--- src/design/smtpb_ram.sv ---
// Simple dual-port RAM, one write and one registered read port.
module smtpb_ram #(
  parameter int unsigned WIDTH = 8,
  parameter int unsigned DEPTH = 16
) (
  input  logic                     clk_i,
  input  logic                     we_i,
  input  logic [$clog2(DEPTH)-1:0] waddr_i,
  input  logic [WIDTH-1:0]         wdata_i,
  input  logic                     re_i,
  input  logic [$clog2(DEPTH)-1:0] raddr_i,
  output logic [WIDTH-1:0]         rdata_o
);

  logic [WIDTH-1:0] mem [DEPTH];
  logic [WIDTH-1:0] rdata_q;

  always_ff @(posedge clk_i) begin
    if (we_i) begin
      mem[waddr_i] <= wdata_i;
    end
  end

  always_ff @(posedge clk_i) begin
    if (re_i) begin
      rdata_q <= mem[raddr_i];
    end
  end

  assign rdata_o = rdata_q;

endmodule

--- config.mk ---
export PLATFORM = sky130hd
export DESIGN_NAME = smtpb_ram
export DESIGN_NICKNAME = d
export VERILOG_FILES = /design/src/design/smtpb_ram.sv
export SDC_FILE = /design/constraint.sdc
export NUM_CORES = 1
export LEC_CHECK = 0
export BUFFER_PORTS_ARGS = -buffer_cell sky130_fd_sc_hd__buf_2
export CAP_MARGIN = 20
export CORE_MARGIN = 8
export CORE_UTILIZATION = 39
export DETAILED_ROUTE_END_ITERATION = 10
export SKIP_CTS_REPAIR_TIMING = 1
export SLEW_MARGIN = 10
export SYNTH_ARGS = -nofsm -noshare
export SYNTH_HDL_FRONTEND = slang
export SYNTH_SLANG_ARGS = --single-unit
--- constraint.sdc ---
create_clock -name clk_i -period 4.6 [get_ports clk_i]
set_input_delay 0.23 -clock clk_i [delete_from_list [all_inputs] [get_ports clk_i]]
set_output_delay 0.23 -clock clk_i [all_outputs]
set_load 0.05 [all_outputs]
==> impl_metrics.env <==
export IMPL_setup_viol=0
export IMPL_start_util_pct=39.63
export IMPL_syn2layout_area_growth_pct=17.93
export IMPL_grt_pass1_vias=2532
export IMPL_die_w_um=131.8
export IMPL_diodes=0
export IMPL_overflow=0
export IMPL_synth_nets=248
export IMPL_synthMuxAreaShare_pct=14.79
export IMPL_hold_viol=0
export IMPL_grt_usage_pct=11.85
export IMPL_h_tree_depth=4
export IMPL_r2r_slack_ns=3.05
export IMPL_cts_root_buf="clkbuf_16"
export IMPL_yosys_register_bits=136
export IMPL_clock_latency_ns=0.40
export IMPL_wl_per_cell_um=21.39
export IMPL_cts_path_max_buffers=2
export IMPL_routed_via_density=5.274
export IMPL_peakVddDrop_mv=0.2316
export IMPL_timing_final_crit_share_pct=36.89
export IMPL_synth_top_area_share_pct=78.12
export IMPL_ys_types=18
export IMPL_synthXorXnorAreaFrac_pct=0
export IMPL_cts_tree="done"
export IMPL_routed_wl_um=9774
export IMPL_slew_violations=0
export IMPL_rows=42
export IMPL_layout_nets=287
export IMPL_tns_ns=0
export IMPL_placed_area_mm2=0.005519
export IMPL_portBuffers=26
export IMPL_max_freq_mhz=589.3
export IMPL_antenna_found_initial=0
export IMPL_synthSimpleGateAreaFrac_pct=3.135
export IMPL_drcViolationCount=0
export IMPL_grt_setup_unrepaired="no"
export IMPL_dpl_hpwl_um=6393
export IMPL_die_area_mm2=0.01736
export IMPL_synth_compound_area_share_pct=2.298
export IMPL_grt_pass1_wl_um=15150
export IMPL_routabilityCongestion=0.6832
export IMPL_utilization_pct=46.74
export IMPL_clk_pin_slew_worst_paths_ns=0.06
export IMPL_mostFrequentLayoutCell="edfxtp_1"
export IMPL_synth_cells=229
export IMPL_num_vias=2410
export IMPL_drive_above_1_share_pct=28.83
export IMPL_worstPathArrival_ns=1.85
export IMPL_fin_area_mm2=0.006165
export IMPL_synth_area_top_cells="edfxtp_1 (78%), mux4_2 (7.8%), mux4_1 (7.0%)"
export IMPL_synth_avg_cell_area_um2=22.83
export IMPL_fin_skew_ns=0.005872
export IMPL_leakage_nw=2.033
export IMPL_cts_buffers=17
export IMPL_synth_seq_area_share_pct=78.12
export IMPL_crit_fanout=19
export IMPL_critPathRequiredTime_ns=4.75
export IMPL_yosys_warnings=0
export IMPL_grt_max_degree=33
export IMPL_first_iter_violations=166
export IMPL_power_total_mw=2.954
export IMPL_outcome="complete, no violations"
export IMPL_drv_cap=0
export IMPL_synth_fa_ha_area_share_pct=0
export IMPL_layout_min_cycle_time_ns=1.697
export IMPL_endpoint_kind="flip-flop"
export IMPL_ioPinCount=27
export IMPL_hp_class="in2reg"
export IMPL_worstSetupStartpointType="input pin"
export IMPL_die_h_um=131.8
export IMPL_final_cell_mix="edfxtp_1 (136), buf_2 (26), mux4_2 (18)"
export IMPL_core_area_mm2=0.01319
export IMPL_ant_nets=0
export IMPL_worst_pin_slew_ns=0.9105
export IMPL_netlist_area_mm2=0.005228
export IMPL_yosysTopAreaCell="edfxtp_1"
export IMPL_power_density_mw_per_mm2=479.2
export IMPL_final_cells=457
export IMPL_synth_top_family_by_area="multiplexers"
export IMPL_max_slew_margin_pct=39.08
export IMPL_drt_first_pass_iters=5
export IMPL_place_inst=424
export IMPL_cts_sinks=136
export IMPL_setup_worst_path_class="in2reg"
## cells by family after synthesis
family	count (synthesis)
compound gates	16
flops	136
buf+inv	10
simple gates	35
mux	32
## sequential cells by signal, indices dropped and copies added (netlist names)
| signal | count |
|---|---|
| mem | 128 |
| rdata_o | 8 |
## cell type report
type	count	area, µm²
tap	176	220.2
timing repair buffer	30	172.7
sequential	136	4084
multi-input combinational	83	1062
fill	1078	7025
clock inverter	15	200.2
clock buffer	17	425.4
## synthesized netlist by cell type
library cell     count
edfxtp_1           136
nor2_1              13
and2_1               1
buf_4                1
nand2b_1             2
and2b_1              1
nand2_1              9
nand3_1              1
clkdlybuf4s25_2      3
nand3b_1             2
nor3_1               4
mux4_1              14
buf_6                3
mux4_2              18
nor2b_1              1
or3b_2               1
buf_2                3
a22oi_1             16
## where the power goes
part           switching [mW]  total (mW)  internal, mW
logic                  0.0922       0.143        0.0504
registers             0.00754        1.40          1.40
clock network           0.499        1.41         0.908
## metrics by stage
| step | setup WS, ns | hold slack [ns] |
|---|---|---|
| 2_1_floorplan | 2.877 | 0.3289 |
| 3_3_place_gp | 2.205 | 0.6110 |
| 3_5_place_dp | 2.210 | 0.6215 |
| 4_1_cts | 2.618 | 0.1858 |
| 5_1_grt | 2.769 | 0.1885 |
| 6_report | 2.903 | 0.1993 |
## path summary, 6_finish.rpt
path	startpoint	endpoint	cells after the start
setup / recovery	raddr_i[0]	rdata_o[4]$_DFFE_PP_	5
hold / removal	re_i	rdata_o[3]$_DFFE_PP_	1
setup reg to reg	mem[6][1]$_DFFE_PP_	rdata_o[1]$_DFFE_PP_	3
hold reg to reg	mem[8][2]$_DFFE_PP_	rdata_o[2]$_DFFE_PP_	3
## layer usage
layer | GRT usage, % | wire (µm) | vias to the layer above
met2 | 18.35 | 4690 | 68
li1 | - | - | 1063
met1 | 15.38 | 4461 | 1271
met4 | 5.169 | 121 | 0
met5 | 0 | 0 | -
met3 | 3.239 | 502 | 8
## worst max-delay path: stages
cell     delay [ns]
buf_2          0.39
buf_12         0.26
mux4_1         0.62
a22oi_1        0.27
nand2_1        0.07
Note: power is estimated with default switching activity, not from simulation.
